$ cat config.mk
export PLATFORM = sky130hd
export DESIGN_NAME = delimited_frame_assembler
export DESIGN_NICKNAME = d
export VERILOG_FILES = /design/src/design/dfa_pkg.sv /design/src/design/delimited_frame_assembler.sv
export SDC_FILE = /design/constraint.sdc
export NUM_CORES = 1
export LEC_CHECK = 0
export BUFFER_PORTS_ARGS = -buffer_cell sky130_fd_sc_hd__buf_2
export CAP_MARGIN = 20
export CORE_AREA = 2 2 318 320
export CTS_CLUSTER_DIAMETER = 100
export DETAILED_ROUTE_END_ITERATION = 8
export DIE_AREA = 0 0 320 322
export GPL_ROUTABILITY_DRIVEN = 0
export MAX_ROUTING_LAYER = met4
export RECOVER_POWER = 100
export SYNTH_ARGS = -nofsm -noshare
export SYNTH_HDL_FRONTEND = slang
export SYNTH_SLANG_ARGS = --single-unit
$ cat constraint.sdc
create_clock -name clk -period 3 [get_ports clk]
set_clock_uncertainty 0.2 [all_clocks]
set_input_delay 0.15 -clock clk [delete_from_list [all_inputs] [get_ports clk]]
set_output_delay 0.15 -clock clk [all_outputs]
set_load 0.005 [all_outputs]
$ cat src/design/dfa_pkg.sv
`timescale 1ns / 1ps
// ----------------------------------------------------------------------------
// dfa_pkg
// shared types and constants for the delimited frame assembler
// ----------------------------------------------------------------------------
package dfa_pkg;

    localparam int FRAME_DEPTH_DEFAULT = 64;

    localparam logic [7:0] CR_BYTE           = 8'h0D;
    localparam logic [7:0] DELIMITER_RESET   = 8'h0A;
    localparam logic [6:0] MAX_LENGTH_RESET  = 7'd64;

    localparam int PADDR_W = 3;

    typedef enum logic
    {
        REG_DELIMITER  = 1'b0,
        REG_MAX_LENGTH = 1'b1
    } reg_index_t;

    typedef enum logic
    {
        OP_BYTE  = 1'b0,
        OP_FLUSH = 1'b1
    } op_t;

    typedef enum logic
    {
        ST_ACCEPT = 1'b0,
        ST_DRAIN  = 1'b1
    } state_t;

endpackage

$ cat src/design/delimited_frame_assembler.sv
`timescale 1ns / 1ps
// ----------------------------------------------------------------------------
// delimited_frame_assembler
// gathers received bytes into frames and replays each finished frame
// ----------------------------------------------------------------------------
// Bytes are taken one per cycle while in_ready is high and written into a
// single-port frame memory of FRAME_DEPTH bytes. A frame ends at the
// delimiter register value or at a carriage return; a non-empty frame is
// then read back from the memory and sent out one byte per transfer, the
// final byte marked by last_byte, with the completed and oversize frame
// counts alongside. While a frame is read out, in_ready is low: each byte
// is a memory read, then an output register load, and the next read waits
// for a free output. A frame that would grow past min(max_frame_length,
// FRAME_DEPTH) bytes is dropped and counted, and bytes are discarded up to
// the next ending byte. A flush item clears the partial frame and the
// discard state; counters are kept. Registers: delimiter_byte at byte
// address 0, max_frame_length at byte address 4.
// ----------------------------------------------------------------------------
module delimited_frame_assembler
#(
    parameter int FRAME_DEPTH = dfa_pkg::FRAME_DEPTH_DEFAULT
)
(
    input  logic                        clk,
    input  logic                        rst_n,

    input  logic                        psel,
    input  logic                        penable,
    input  logic                        pwrite,
    input  logic [dfa_pkg::PADDR_W-1:0] paddr,
    input  logic [31:0]                 pwdata,
    output logic [31:0]                 prdata,
    output logic                        pready,

    input  logic                        in_valid,
    output logic                        in_ready,
    input  logic                        op,
    input  logic [7:0]                  data_byte,

    output logic                        out_valid,
    input  logic                        out_ready,
    output logic [7:0]                  frame_byte,
    output logic                        last_byte,
    output logic [31:0]                 frames_done,
    output logic [31:0]                 oversize_drops
);

    import dfa_pkg::*;

    localparam int AW = (FRAME_DEPTH > 1) ? $clog2(FRAME_DEPTH) : 1;
    localparam int LW = $clog2(FRAME_DEPTH + 1);

    logic [7:0]    mem [FRAME_DEPTH];

    logic [7:0]    delimiter_reg;
    logic [6:0]    max_length_reg;

    state_t        state_reg, state_next;
    logic [LW-1:0] len_reg;
    logic          discarding_reg;
    logic [31:0]   frame_count_reg;
    logic [31:0]   oversize_count_reg;
    logic [LW-1:0] drain_len_reg;
    logic [AW-1:0] rd_idx_reg;
    logic          rd_pend_reg;
    logic          rd_last_reg;
    logic [7:0]    rd_data_reg;

    logic          out_valid_reg;
    logic [7:0]    out_byte_reg;
    logic          out_last_reg;
    logic [31:0]   out_frames_reg;
    logic [31:0]   out_oversize_reg;

    logic          cfg_write;
    logic          in_xfer;
    logic          is_end;
    logic [6:0]    limit;
    logic          fits;
    logic          rd_issue;
    logic          rd_is_last;
    logic          start_drain;
    logic          store_byte;

    // configuration port
    assign pready    = 1'b1;
    assign cfg_write = psel && penable && pwrite;

    always_comb
    begin
        case (reg_index_t'(paddr[2]))
            REG_DELIMITER:  prdata = {24'd0, delimiter_reg};
            REG_MAX_LENGTH: prdata = {25'd0, max_length_reg};
            default:        prdata = 32'd0;
        endcase
    end

    always_ff @(posedge clk or negedge rst_n)
    begin
        if (!rst_n)
        begin
            delimiter_reg  <= DELIMITER_RESET;
            max_length_reg <= MAX_LENGTH_RESET;
        end
        else if (cfg_write)
        begin
            case (reg_index_t'(paddr[2]))
                REG_DELIMITER:  delimiter_reg  <= pwdata[7:0];
                REG_MAX_LENGTH: max_length_reg <= pwdata[6:0];
                default:        ;
            endcase
        end
    end

    // input decode
    assign in_xfer = in_valid && in_ready;
    assign is_end  = (data_byte == delimiter_reg) || (data_byte == CR_BYTE);
    assign limit   = (max_length_reg > 7'(FRAME_DEPTH)) ? 7'(FRAME_DEPTH) : max_length_reg;
    assign fits    = 7'(len_reg) < limit;

    assign start_drain = in_xfer && (op_t'(op) == OP_BYTE) && is_end
                         && !discarding_reg && (len_reg != '0);
    assign store_byte  = in_xfer && (op_t'(op) == OP_BYTE) && !is_end
                         && !discarding_reg && fits;

    assign rd_is_last = (LW'(rd_idx_reg) + LW'(1)) == drain_len_reg;

    // next state
    always_comb
    begin
        state_next = state_reg;
        case (state_reg)
            ST_ACCEPT:
            begin
                if (start_drain)
                    state_next = ST_DRAIN;
            end
            ST_DRAIN:
            begin
                if (rd_issue && rd_is_last)
                    state_next = ST_ACCEPT;
            end
            default: state_next = ST_ACCEPT;
        endcase
    end

    // state outputs
    always_comb
    begin
        in_ready = 1'b0;
        rd_issue = 1'b0;
        case (state_reg)
            ST_ACCEPT: in_ready = 1'b1;
            ST_DRAIN:  rd_issue = !rd_pend_reg && (!out_valid_reg || out_ready);
            default:   ;
        endcase
    end

    // frame memory
    always_ff @(posedge clk)
    begin
        if (store_byte)
            mem[len_reg[AW-1:0]] <= data_byte;
        if (rd_issue)
            rd_data_reg <= mem[rd_idx_reg];
    end

    // frame assembly and readout control
    always_ff @(posedge clk or negedge rst_n)
    begin
        if (!rst_n)
        begin
            state_reg          <= ST_ACCEPT;
            len_reg            <= '0;
            discarding_reg     <= 1'b0;
            frame_count_reg    <= 32'd0;
            oversize_count_reg <= 32'd0;
            drain_len_reg      <= '0;
            rd_idx_reg         <= '0;
            rd_pend_reg        <= 1'b0;
            rd_last_reg        <= 1'b0;
        end
        else
        begin
            state_reg   <= state_next;
            rd_pend_reg <= rd_issue;
            if (rd_issue)
            begin
                rd_last_reg <= rd_is_last;
                rd_idx_reg  <= rd_is_last ? '0 : rd_idx_reg + AW'(1);
            end
            if (in_xfer)
            begin
                if (op_t'(op) == OP_FLUSH)
                begin
                    len_reg        <= '0;
                    discarding_reg <= 1'b0;
                end
                else if (is_end)
                begin
                    len_reg        <= '0;
                    discarding_reg <= 1'b0;
                    if (start_drain)
                    begin
                        frame_count_reg <= frame_count_reg + 32'd1;
                        drain_len_reg   <= len_reg;
                        rd_idx_reg      <= '0;
                    end
                end
                else if (!discarding_reg)
                begin
                    if (fits)
                        len_reg <= len_reg + LW'(1);
                    else
                    begin
                        len_reg            <= '0;
                        oversize_count_reg <= oversize_count_reg + 32'd1;
                        discarding_reg     <= 1'b1;
                    end
                end
            end
        end
    end

    // output register
    always_ff @(posedge clk or negedge rst_n)
    begin
        if (!rst_n)
            out_valid_reg <= 1'b0;
        else if (rd_pend_reg)
            out_valid_reg <= 1'b1;
        else if (out_ready)
            out_valid_reg <= 1'b0;
    end

    always_ff @(posedge clk)
    begin
        if (rd_pend_reg)
        begin
            out_byte_reg     <= rd_data_reg;
            out_last_reg     <= rd_last_reg;
            out_frames_reg   <= frame_count_reg;
            out_oversize_reg <= oversize_count_reg;
        end
    end

    assign out_valid      = out_valid_reg;
    assign frame_byte     = out_byte_reg;
    assign last_byte      = out_last_reg;
    assign frames_done    = out_frames_reg;
    assign oversize_drops = out_oversize_reg;

endmodule
==> metrics.md, run 1 <==
| Metric | Value |
|---|---|
| Status | complete, but fails checks |
| Failing checks | capacitance limit, slew limit |
| Die Span X | 320 um |
| Fin. Hold Viols | 0 |
| Post-Synth Adder-Cell Area | 0.00534 |
| Final slew viol count | 65 |
| Synth Area in Compound Gates | 0.0251 |
| Post-synthesis sequential area ratio | 0.738 |
| Crit. End Element | flip-flop |
| NumNets Final | 1,848 |
| Cell variety after synth | 62 |
| Synthesized area | 0.0277 mm^2 |
| Fin area | 0.0335 mm^2 |
| Largest family of logic cells by synthesized area | multiplexers |
| Total grt overflow | 0 |
| Iteration-0 DRC Markers | 1,221 |
| Most frequent cells in the layout | edfxtp_1 (593), mux4_2 (128), buf_4 (119) |
| Worst vdd ir | 604 uV |
| Internal power | 0.0191 W |
| Pre-antenna DRT Iters | 5 |
| Seq cells post-synth | 697 |
| Sequential Area | 0.0204 mm^2 |
| Post-synth EDFFs | 593 |
| TritonCTS buffer count | 69 |
| Post-DRT Antenna Nets | 0 |
| F_max | 0.336 GHz |
| Ys Warns | 0 |
| Global-route wire length before repair | 100,000 um |
| WP data required | 3.11 ns |
| Simple-Gate Fraction of Synth Area | 0.0652 |
| Number of flip-flops in the largest register | 512 |
| Residual DRC | 0 |
| Top_reg_cell synth | edfxtp_1 |
| Slew margin rel. | -0.0191 |
| Fillers | 9,444 |
| Critical Path AT | 3.09 ns |
| Mux contribution to synthesized area | 0.119 |
| Rows | 116 |
| CTS tree | done |
| Maxcap violations | 2 |
| Minimum clock period | 2.98 ns |
| Pleak | 11.5 nW |
| DIE HEIGHT | 322 um |
| Area delta synth->final | 21.2% |
| # port buffers | 107 |
| Die area | 0.103 mm^2 |
| Overall Power | 0.0266 W |
| CP Max Fanout | 8 |
| Vias in the first global route | 15.7k |
| Hold Crit Class | input pin to flip-flop |
| Clk_lat worst skew | 0.62 ns |
| Finished Layout Cells | 3,142 |
| Worst r2r path cells | 10 |
| Hpwl dp | 43,500 um |
| Multi-input logic area | 0.00696 mm^2 |
| Worst Max-Slew Pin Slew | 1.53 ns |
| Net Sw Power | 0.00748 W |
| Initial core utilization | 0.278 |
| Syn avg cell area | 18.5 um^2 |
| Synth Area in XOR/XNOR | 0.0263 |
| Combinational share of power | 0.243 |
| Switching Share | 0.281 |
| Mean routed wirelength per cell | 21.3 um |
| Vias/cell | 4.70 |
| Hold path cells | 3 |
| Initial antenna violation count | 3 |
| Hold Slack | 0.0488 ns |
| # setup viols final | 0 |
| Commonest non-fill, non-tap cell in the layout | edfxtp_1 |
| Placed instance count | 2,989 |
| Max clock buf depth | 3 |
| GRT Util Overall | 0.134 |
| Area after DPL | 0.0309 mm^2 |
| Sequential Power Share | 0.437 |
| Tcrit/Tclk final | 0.992 |
| Asr flop ratio synth | 0.149 |
| Worst-path clk slew | 0.06 ns |
| Core region area | 0.0996 mm^2 |
| Pwr/cell area | 794 mW/mm^2 |
| Util after Layout | 0.337 |
| WL final | 66,900 um |
| RSZ-0062 raised after global routing | true |
| Clock power share | 0.320 |
| H-Tree Depth | 3 |
| CTS root buf | clkbuf_16 |
| Layout cell share with drive strength beyond 1 | 0.296 |
| Critical path type | flip-flop to flip-flop |
| Clock sink count | 697 |
| Post-Synthesis Cells | 1,499 |
| Worst Setup Start Kind | flip-flop |
| Io pins | 159 |
| Largest net degree at the start of global routing | 67 |
| Via count | 14.8k |
metrics by stage:
step	TNS [ns]	setup slack [ns]
CTS	0	0.0122
finish	0	0.0232
global route	-2.74	-0.0462
detailed placement	-5.66	-0.0713
global placement	-2.83	-0.0610
floorplan	-30.80	-0.0739
area by class of cell:
cell class | count | share of cell area
inverters | 14 | 0.00164
flip-flops and latches | 697 | 0.609
clock inverters | 38 | 0.0100
well taps | 1298 | 0.0484
multi-input cells | 708 | 0.207
clock buffers | 89 | 0.0566
diodes | 2 | 0.000149
repair buffers | 296 | 0.0670
path summary, 6_finish.rpt:
path	from	to	slack [ns]
setup / recovery	max_length_reg[6]$_DFFE_PN1P_	mem[30][4]$_DFFE_PP_	0.02
hold reg to reg	rd_data_reg[3]$_DFFE_PP_	frame_byte[3]$_DFFE_PP_	0.23
min in group asynchronous	rst_n	max_length_reg[6]$_DFFE_PN1P_	0.57
max in group asynchronous	rst_n	rd_idx_reg[1]$_DFF_PN0_	0.75
hold / removal	pwrite	max_length_reg[2]$_DFFE_PN0P_	0.05
setup reg to reg	max_length_reg[6]$_DFFE_PN1P_	mem[30][4]$_DFFE_PP_	0.02
power by group through the flow:
stage	registers, W	logic [W]	clock network, W
floorplan	0.0118	0.00383	0
global placement	0.0118	0.00646	0
detailed placement	0.0118	0.00655	0
CTS	0.0116	0.00660	0.00870
global route	0.0117	0.00688	0.00910
finish	0.0116	0.00646	0.00853
metal layers:
| metal | GRT usage | vias up | share of wire |
|---|---|---|---|
| li1 | - | 6561 | - |
| met1 | 0.158 | 7731 | 0.41 |
| met2 | 0.225 | 349 | 0.51 |
| met3 | 0.0187 | 131 | 0.038 |
| met4 | 0.0648 | 0 | 0.044 |
| met5 | - | - | 0 |
critical path, stage by stage, from the launching register on:
cell,delay (ns)
dfstp_2,0.56
inv_4,0.06
nand2_4,0.06
ha_4,0.21
a21oi_2,0.16
nand2_2,0.07
a221o_1,0.36
or4_4,0.53
buf_12,0.18
nor2_4,0.11
buf_6,0.15
synthesized netlist by cell type (2+ instances only):
cell	instances	area, um^2
nor2b_1	3	18.8
xor2_1	55	482
o211ai_1	2	15.0
nand2b_1	2	12.5
and2_1	9	56.3
conb_1	2	7.51
a21oi_1	8	40.0
clkbuf_1	41	154
mux4_2	128	2880
buf_2	27	135
and4_1	11	96.3
nand4_4	6	128
ha_1	11	138
o21ai_0	8	40.0
or4_1	2	15.0
dfrtp_1	101	2530
dfstp_2	3	78.8
nand3_1	30	150
or2_2	3	18.8
or3_1	8	50.1
nor2_1	81	304
buf_1	7	26.3
nor3b_1	2	15.0
nand3b_1	2	15.0
nor4_1	45	282
nor3_1	25	125
a21o_1	2	15.0
and3_1	9	56.3
buf_4	28	210
a22oi_1	5	37.5
edfxtp_1	593	17800
nand2_1	36	135
xnor2_1	28	245
o22ai_1	64	400
nand4_1	33	206
inv_1	14	52.6
mux2_2	37	417
nor4b_1	4	35.0
repair_timing:
item | 4_1_cts | 5_1_grt
hold buffers | 19 | 0
setup endpoints to repair | 287 | 515
endpoints found under the hold margin | 151 | 0
pin swaps | 3 | 12
resized for setup | 7 | 48
setup buffers | 3 | 2
cell families after synthesis:
logic type               count (synthesis)
AO/OA/AOI/OAI                          104
other                                    2
flip-flops                             697
adder cells (fa/ha/maj)                 12
buffers and inverters                  117
XOR/XNOR                                83
AND/OR/NAND/NOR                        319
multiplexers                           165
Note: power is estimated with default switching activity, not from simulation.
==> inputs of run 2 (changes only) <==
CELL_PAD_IN_SITES_DETAIL_PLACEMENT = 0   (was not set)
CELL_PAD_IN_SITES_GLOBAL_PLACEMENT = 2   (was not set)
PLACE_DENSITY_LB_ADDON = 0.1   (was not set)
clock period = 2.7 ns   (was 3 ns; I/O delays follow)
==> metrics.md, run 2 (synthesized netlist as in run 1, its figures left out) <==
| Metric | Value |
|---|---|
| Worst-path clk slew | 0.06 ns (about the same) |
| Total grt overflow | 0 (unchanged) |
| Post-DRT Antenna Nets | 0 (unchanged) |
| Crit. End Element | flip-flop |
| Met3 Wirelength | 3950 um (+55%) |
| DIE HEIGHT | 322 um (unchanged) |
| Crit-path max cell delay | 0.55 ns (about the same) |
| # setup viols final | 527 (+527) |
| CTS root buf | clkbuf_16 |
| R2R Path End | mem[30][4]$_DFFE_PP_ |
| Final slew viol count | 237 (+260%) |
| Crit path from | max_length_reg[6]$_DFFE_PN1P_ |
| Hold Crit Class | input pin to flip-flop |
| Mean routed wirelength per cell | 24.3 um (+14%) |
| Commonest non-fill, non-tap cell in the layout | edfxtp_1 |
| CP top delay family | simple AND/OR/NAND/NOR gates |
| Critical path type | flip-flop to flip-flop |
| Vias in the first global route | 16.0k (+1.9%) |
| R2R setup slack | -0.20 ns (-0.22 ns) |
| Residual DRC | 0 (unchanged) |
| Clk_lat worst skew | 0.63 ns (about the same) |
| Largest net degree at the start of global routing | 74 (+10%) |
| Iteration-0 DRC Markers | 1,113 (-8.8%) |
| Die Span X | 320 um (unchanged) |
| Global-route wire length before repair | 115,000 um (+14%) |
| TritonCTS buffer count | 80 (+16%) |
| Max clock buf depth | 3 (unchanged) |
| Pre-CTS setup slack | -0.385 ns (-0.313 ns) |
| Tcrit/Tclk final | 1.07 (+0.0811) |
| Worst Max-Slew Pin Slew | 2.23 ns (+0.700 ns) |
| Vias/cell | 4.65 (-1.0%) |
| Layout cell share with drive strength beyond 1 | 0.360 (+0.0644) |
| Critical Path AT | 3.04 ns (-0.05 ns) |
| Pre-antenna DRT Iters | 5 (unchanged) |
| Via count | 15.1k (+2.5%) |
| Number of flip-flops in the largest register | 512 (unchanged) |
| Hold path cells | 3 (unchanged) |
| Initial core utilization | 0.278 (unchanged) |
| H-Tree Depth | 3 (unchanged) |
| Hpwl dp | 51,300 um (+18%) |
| NumNets Final | 1,948 (+5.4%) |
| R2R Path Start | max_length_reg[6]$_DFFE_PN1P_ |
| Area delta synth->final | 29.2% |
| Failing checks | capacitance limit, slew limit, setup timing |
| Clock sink count | 697 (unchanged) |
| Rows | 116 (unchanged) |
| CP Max Fanout | 8 (unchanged) |
| Critical-path top delay cell | dfstp_2 |
| CTS tree | done |
| Initial antenna violation count | 4 (+1) |
| WL final | 79,000 um (+18%) |
| Area after DPL | 0.0320 mm^2 (+3.4%) |
| Worst r2r path cells | 10 (unchanged) |
| Ant diodes | 0 (-2) |
| Routed met2 length | 38,300 um (+12%) |
| Io pins | 159 (unchanged) |
| Core region area | 0.0996 mm^2 (unchanged) |
| Maxcap violations | 4 (+2) |
| Bufs and invs on worst path | 3 (unchanged) |
| Fillers | 9,370 (-0.78%) |
| Pleak | 12.4 nW (+8.0%) |
| Minimum clock period | 2.90 ns (-0.0788 ns) |
| Fin area | 0.0357 mm^2 (+6.6%) |
| RSZ-0062 raised after global routing | true |
| Fin worst setup slack | -0.198 ns (-0.221 ns) |
| Top sig layer | met4 |
| Hold Slack | 0.0688 ns (+0.0200 ns) |
| Fin. Hold Viols | 0 (unchanged) |
| Met1 wire length | 35,400 um (+30%) |
| Status | complete, but fails checks |
| GRT Util Overall | 0.159 (+0.0254) |
| CP Capture Point | mem[30][4]$_DFFE_PP_ |
| # port buffers | 107 (unchanged) |
| WP data required | 2.84 ns (-0.27 ns) |
| Die area | 0.103 mm^2 (unchanged) |
| Levels on crit path | 10 (unchanged) |
| Worst vdd ir | 439 uV (-27%) |
| Worst Setup Start Kind | flip-flop |
| Critical-path cell list | inv_4 > nand2_4 > ha_4 > a21oi_2 > o21ai_2 > a221o_1 > or4_4 > buf_12 > nor2_2 > buf_6 |
| Slew margin rel. | -0.485 (-0.466) |
| F_max | 0.345 GHz (+2.7%) |
| Most frequent cells in the layout | edfxtp_1 (593), mux4_2 (128), buf_4 (118) |
| Pwr/cell area | 907 mW/mm^2 (+14%) |
==> run 2: cell types whose count changed in the layout (fill, tap and decap cells not counted), sizes merged, moves of 2 or more <==
cell | before | now
bufinv | 5 | 7
buf | 217 | 291
clkbuf | 150 | 171
clkinv | 28 | 35
dlygate4sd3 | 18 | 24
diode | 2 | 0
==> run 2: stage by stage <==
| stage | utilization | total power [W] | cells | setup TNS [ns] |
|---|---|---|---|---|
| 6_report | 0.359 | 0.0324 | 3252 | -42.64 |
| 5_1_grt | 0.359 | 0.0340 | 3252 | -91.62 |
| 4_1_cts | 0.360 | 0.0332 | 3252 | -49.87 |
| 3_5_place_dp | 0.321 | 0.0217 | 3063 | -123.48 |
| 3_3_place_gp | 0.321 | 0.0217 | 3063 | -111.87 |
| 2_1_floorplan | - | 0.0174 | 1522 | -128.13 |
==> run 2: worst min-delay path by stage <==
| stage | start | end | slack [ns] |
|---|---|---|---|
| after floorplan | rst_n | delimiter_reg[0]$_DFFE_PN0P_ | -0.36 |
| after global placement | rst_n | oversize_count_reg[26]$_DFFE_PN0P_ | -0.08 |
| after detailed placement | rst_n | oversize_count_reg[26]$_DFFE_PN0P_ | -0.08 |
| after CTS | data_byte[3] | mem[20][3]$_DFFE_PP_ | 0.01 |
| after global routing | pwdata[7] | delimiter_reg[7]$_DFFE_PN0P_ | 0.05 |
| final | pwdata[7] | delimiter_reg[7]$_DFFE_PN0P_ | 0.07 |
==> run 2: cell type report <==
type	count	area, um^2	area share
flip-flops and latches	697	20400	0.571
multi-input cells	708	7430	0.208
repair buffers	385	3590	0.100
clock buffers	102	2160	0.0603
well taps	1298	1620	0.0454
clock inverters	48	463	0.0130
inverters	14	55.1	0.00154
==> run 2: layer usage <==
| layer | up-vias | track usage |
|---|---|---|
| li1 | 6782 | - |
| met1 | 7933 | 0.212 |
| met2 | 321 | 0.253 |
| met3 | 101 | 0.0292 |
| met4 | 0 | 0.0369 |
| met5 | - | - |
==> run 2: worst min-delay path, delay by kind of cell <==
family                 cells  cell delay [ns]
muxes                      1             0.12
buffers and inverters      2             0.61
==> run 2: what timing repair did <==
action | in CTS | in global routing
endpoints found under the hold margin | 178 | 0
gates resized for setup | 184 | 9
endpoints found under the setup margin | 552 | 547
pin swaps | 35 | 16
hold buffers | 25 | 0
setup buffers | 11 | 0
gates cloned | 3 | 0
==> run 2: power breakdown <==
| group | switching (W) | leakage (nW) | internal, W | total (W) |
|---|---|---|---|---|
| sequential | 0.000350 | 6.77 | 0.0125 | 0.0129 |
| clock | 0.00443 | 1.28 | 0.00635 | 0.0108 |
| combinational | 0.00451 | 4.39 | 0.00426 | 0.00877 |
==> inputs of run 3 (changes only) <==
CORE_AREA = 2 2 260 262   (was 2 2 318 320)
DIE_AREA = 0 0 262 264   (was 0 0 320 322)
==> metrics.md, run 3 (synthesized netlist as in run 1, its figures left out) <==
| Metric | Value |
|---|---|
| Minimum clock period | 2.89 ns (-0.0120 ns) |
| Fin worst setup slack | -0.186 ns (+0.0120 ns) |
| Fin. Hold Viols | 0 (unchanged) |
| Layout cell share with drive strength beyond 1 | 0.348 (-0.0120) |
| Most frequent cells in the layout | edfxtp_1 (593), mux4_2 (128), buf_4 (107) |
| WP data required | 2.81 ns (-0.03 ns) |
| Crit-path max cell delay | 0.55 ns (about the same) |
| NumNets Final | 1,914 (-1.7%) |
| Fillers | 5,457 (-42%) |
| Pre-antenna DRT Iters | 5 (unchanged) |
| CP Capture Point | mem[30][0]$_DFFE_PP_ |
| Area delta synth->final | 25.3% |
| CP Max Fanout | 8 (unchanged) |
| Residual DRC | 0 (unchanged) |
| # port buffers | 107 (unchanged) |
| Critical Path AT | 3.00 ns (-0.04 ns) |
| Vias/cell | 5.38 (+16%) |
| Critical path type | flip-flop to flip-flop |
| Worst Max-Slew Pin Slew | 1.50 ns (-0.733 ns) |
| R2R setup slack | -0.19 ns (about the same) |
| Max clock buf depth | 3 (unchanged) |
| CTS tree | done |
| Die area | 0.0692 mm^2 (-33%) |
| CTS root buf | clkbuf_16 |
| GRT Util Overall | 0.212 (+0.0532) |
| Crit. End Element | flip-flop |
| Maxcap violations | 0 (-4) |
| Number of flip-flops in the largest register | 512 (unchanged) |
| TritonCTS buffer count | 76 (-5.0%) |
| Critical-path cell list | inv_4 > nand2_4 > ha_4 > a21oi_2 > nand2_1 > a221o_1 > or4_4 > buf_12 > nor2_4 > buf_6 |
| CP top delay family | simple AND/OR/NAND/NOR gates |
| R2R Path Start | max_length_reg[6]$_DFFE_PN1P_ |
| Rows | 95 (-18%) |
| Levels on crit path | 10 (unchanged) |
| Finished Layout Cells | 2,789 (-14%) |
| Status | complete, but fails checks |
| Clock sink count | 697 (unchanged) |
| Worst Setup Start Kind | flip-flop |
| R2R Path End | mem[30][0]$_DFFE_PP_ |
| Worst r2r path cells | 10 (unchanged) |
| Mean routed wirelength per cell | 24.9 um (+2.6%) |
| Global-route wire length before repair | 104,000 um (-9.6%) |
| DIE HEIGHT | 264 um (-18%) |
| Crit path from | max_length_reg[6]$_DFFE_PN1P_ |
| Slew margin rel. | 0.00315 (+0.489) |
| Placed instance count | 2,612 (-15%) |
| H-Tree Depth | 3 (unchanged) |
| Post-DRT Antenna Nets | 0 (unchanged) |
| Die Span X | 262 um (-18%) |
| Iteration-0 DRC Markers | 1,004 (-9.8%) |
| Final slew viol count | 0 (-100%) |
| Clk_lat worst skew | 0.62 ns (about the same) |
| Vias in the first global route | 15.5k (-3.1%) |
| Worst vdd ir | 472 uV (+7.5%) |
| Worst-path clk slew | 0.06 ns (about the same) |
| WL final | 69,500 um (-12%) |
| Critical-path top delay cell | dfstp_2 |
| Initial antenna violation count | 7 (+3) |
| Total grt overflow | 0 (unchanged) |
| Hpwl dp | 45,000 um (-12%) |
| Commonest non-fill, non-tap cell in the layout | edfxtp_1 |
| Failing checks | setup timing |
| Via count | 15.0k (-0.79%) |
| Pleak | 12.1 nW (-2.6%) |
| Bufs and invs on worst path | 3 (unchanged) |
| Initial core utilization | 0.416 (+0.138) |
| F_max | 0.347 GHz (+0.42%) |
| Hold Crit Class | input pin to flip-flop |
| Io pins | 159 (unchanged) |
| Tcrit/Tclk final | 1.07 (-0.00444) |
| Pwr/cell area | 917 mW/mm^2 (+1.1%) |
| # setup viols final | 525 (-0.38%) |
| Core region area | 0.0666 mm^2 (-33%) |
| Largest net degree at the start of global routing | 65 (-12%) |
| Util after Layout | 0.521 (+0.162) |
| RSZ-0062 raised after global routing | true |
run 3: layout make-up:
class,count,area (um^2),area share
clock buffers,97,2060,0.0595
well taps,873,1090,0.0315
diodes,1,2.50,0.0000722
multi-input cells,708,7370,0.213
repair buffers,355,3220,0.0929
flip-flops and latches,697,20400,0.589
clock inverters,44,437,0.0126
inverters,14,55.1,0.00159
run 3: metrics by stage:
stage | hold slack [ns] | power [W] | instance area [um^2] | setup TNS, ns | setup slack (ns)
finish | 0.0255 | 0.0318 | 34700 | -52.44 | -0.186
global route | 0.0463 | 0.0331 | 34700 | -115.42 | -0.284
CTS | 0.000420 | 0.0322 | 34700 | -47.39 | -0.202
detailed placement | -0.193 | 0.0212 | 31200 | -109.35 | -0.361
global placement | -0.197 | 0.0211 | 31200 | -103.28 | -0.350
floorplan | -0.361 | 0.0174 | 27900 | -128.13 | -0.354
run 3: layer usage:
metal / up-vias / global-route usage / part of all wire
li1: 6716 / - / -
met1: 7857 / 0.297 / 0.45
met2: 341 / 0.322 / 0.48
met3: 104 / 0.0348 / 0.051
met4: 0 / 0.0632 / 0.024
met5: - / - / 0
run 3: worst min path at each step:
| stage | to | start | cells after the start |
|---|---|---|---|
| 2_1_floorplan | delimiter_reg[0]$_DFFE_PN0P_ | rst_n | 0 |
| 3_3_place_gp | oversize_count_reg[4]$_DFFE_PN0P_ | rst_n | 1 |
| 3_5_place_dp | oversize_count_reg[4]$_DFFE_PN0P_ | rst_n | 1 |
| 4_1_cts | max_length_reg[3]$_DFFE_PN0P_ | penable | 3 |
| 5_1_grt | max_length_reg[3]$_DFFE_PN0P_ | penable | 3 |
| 6_report | max_length_reg[3]$_DFFE_PN0P_ | penable | 3 |
run 3: tightest hold or removal path, delay by kind of cell:
family                 cells  cell delay [ns]
multiplexers               1             0.22
buffers and inverters      1             0.10
AND/OR/NAND/NOR            1             0.33
run 3: repair_timing:
item / in CTS / in global routing
pin swaps: 28 / 14
cloned: 4 / 0
hold buffers: 18 / 0
buffers inserted: 12 / 1
endpoints found under the hold margin: 181 / 0
endpoints found under the setup margin: 548 / 555
resized for setup: 157 / 16
run 3: power breakdown:
part / internal [W] / leakage [nW] / switching (W)
Clock: 0.00611 / 1.21 / 0.00423
Combinational: 0.00426 / 4.13 / 0.00431
Sequential: 0.0125 / 6.77 / 0.000358
Total: 0.0229 / 12.1 / 0.00889
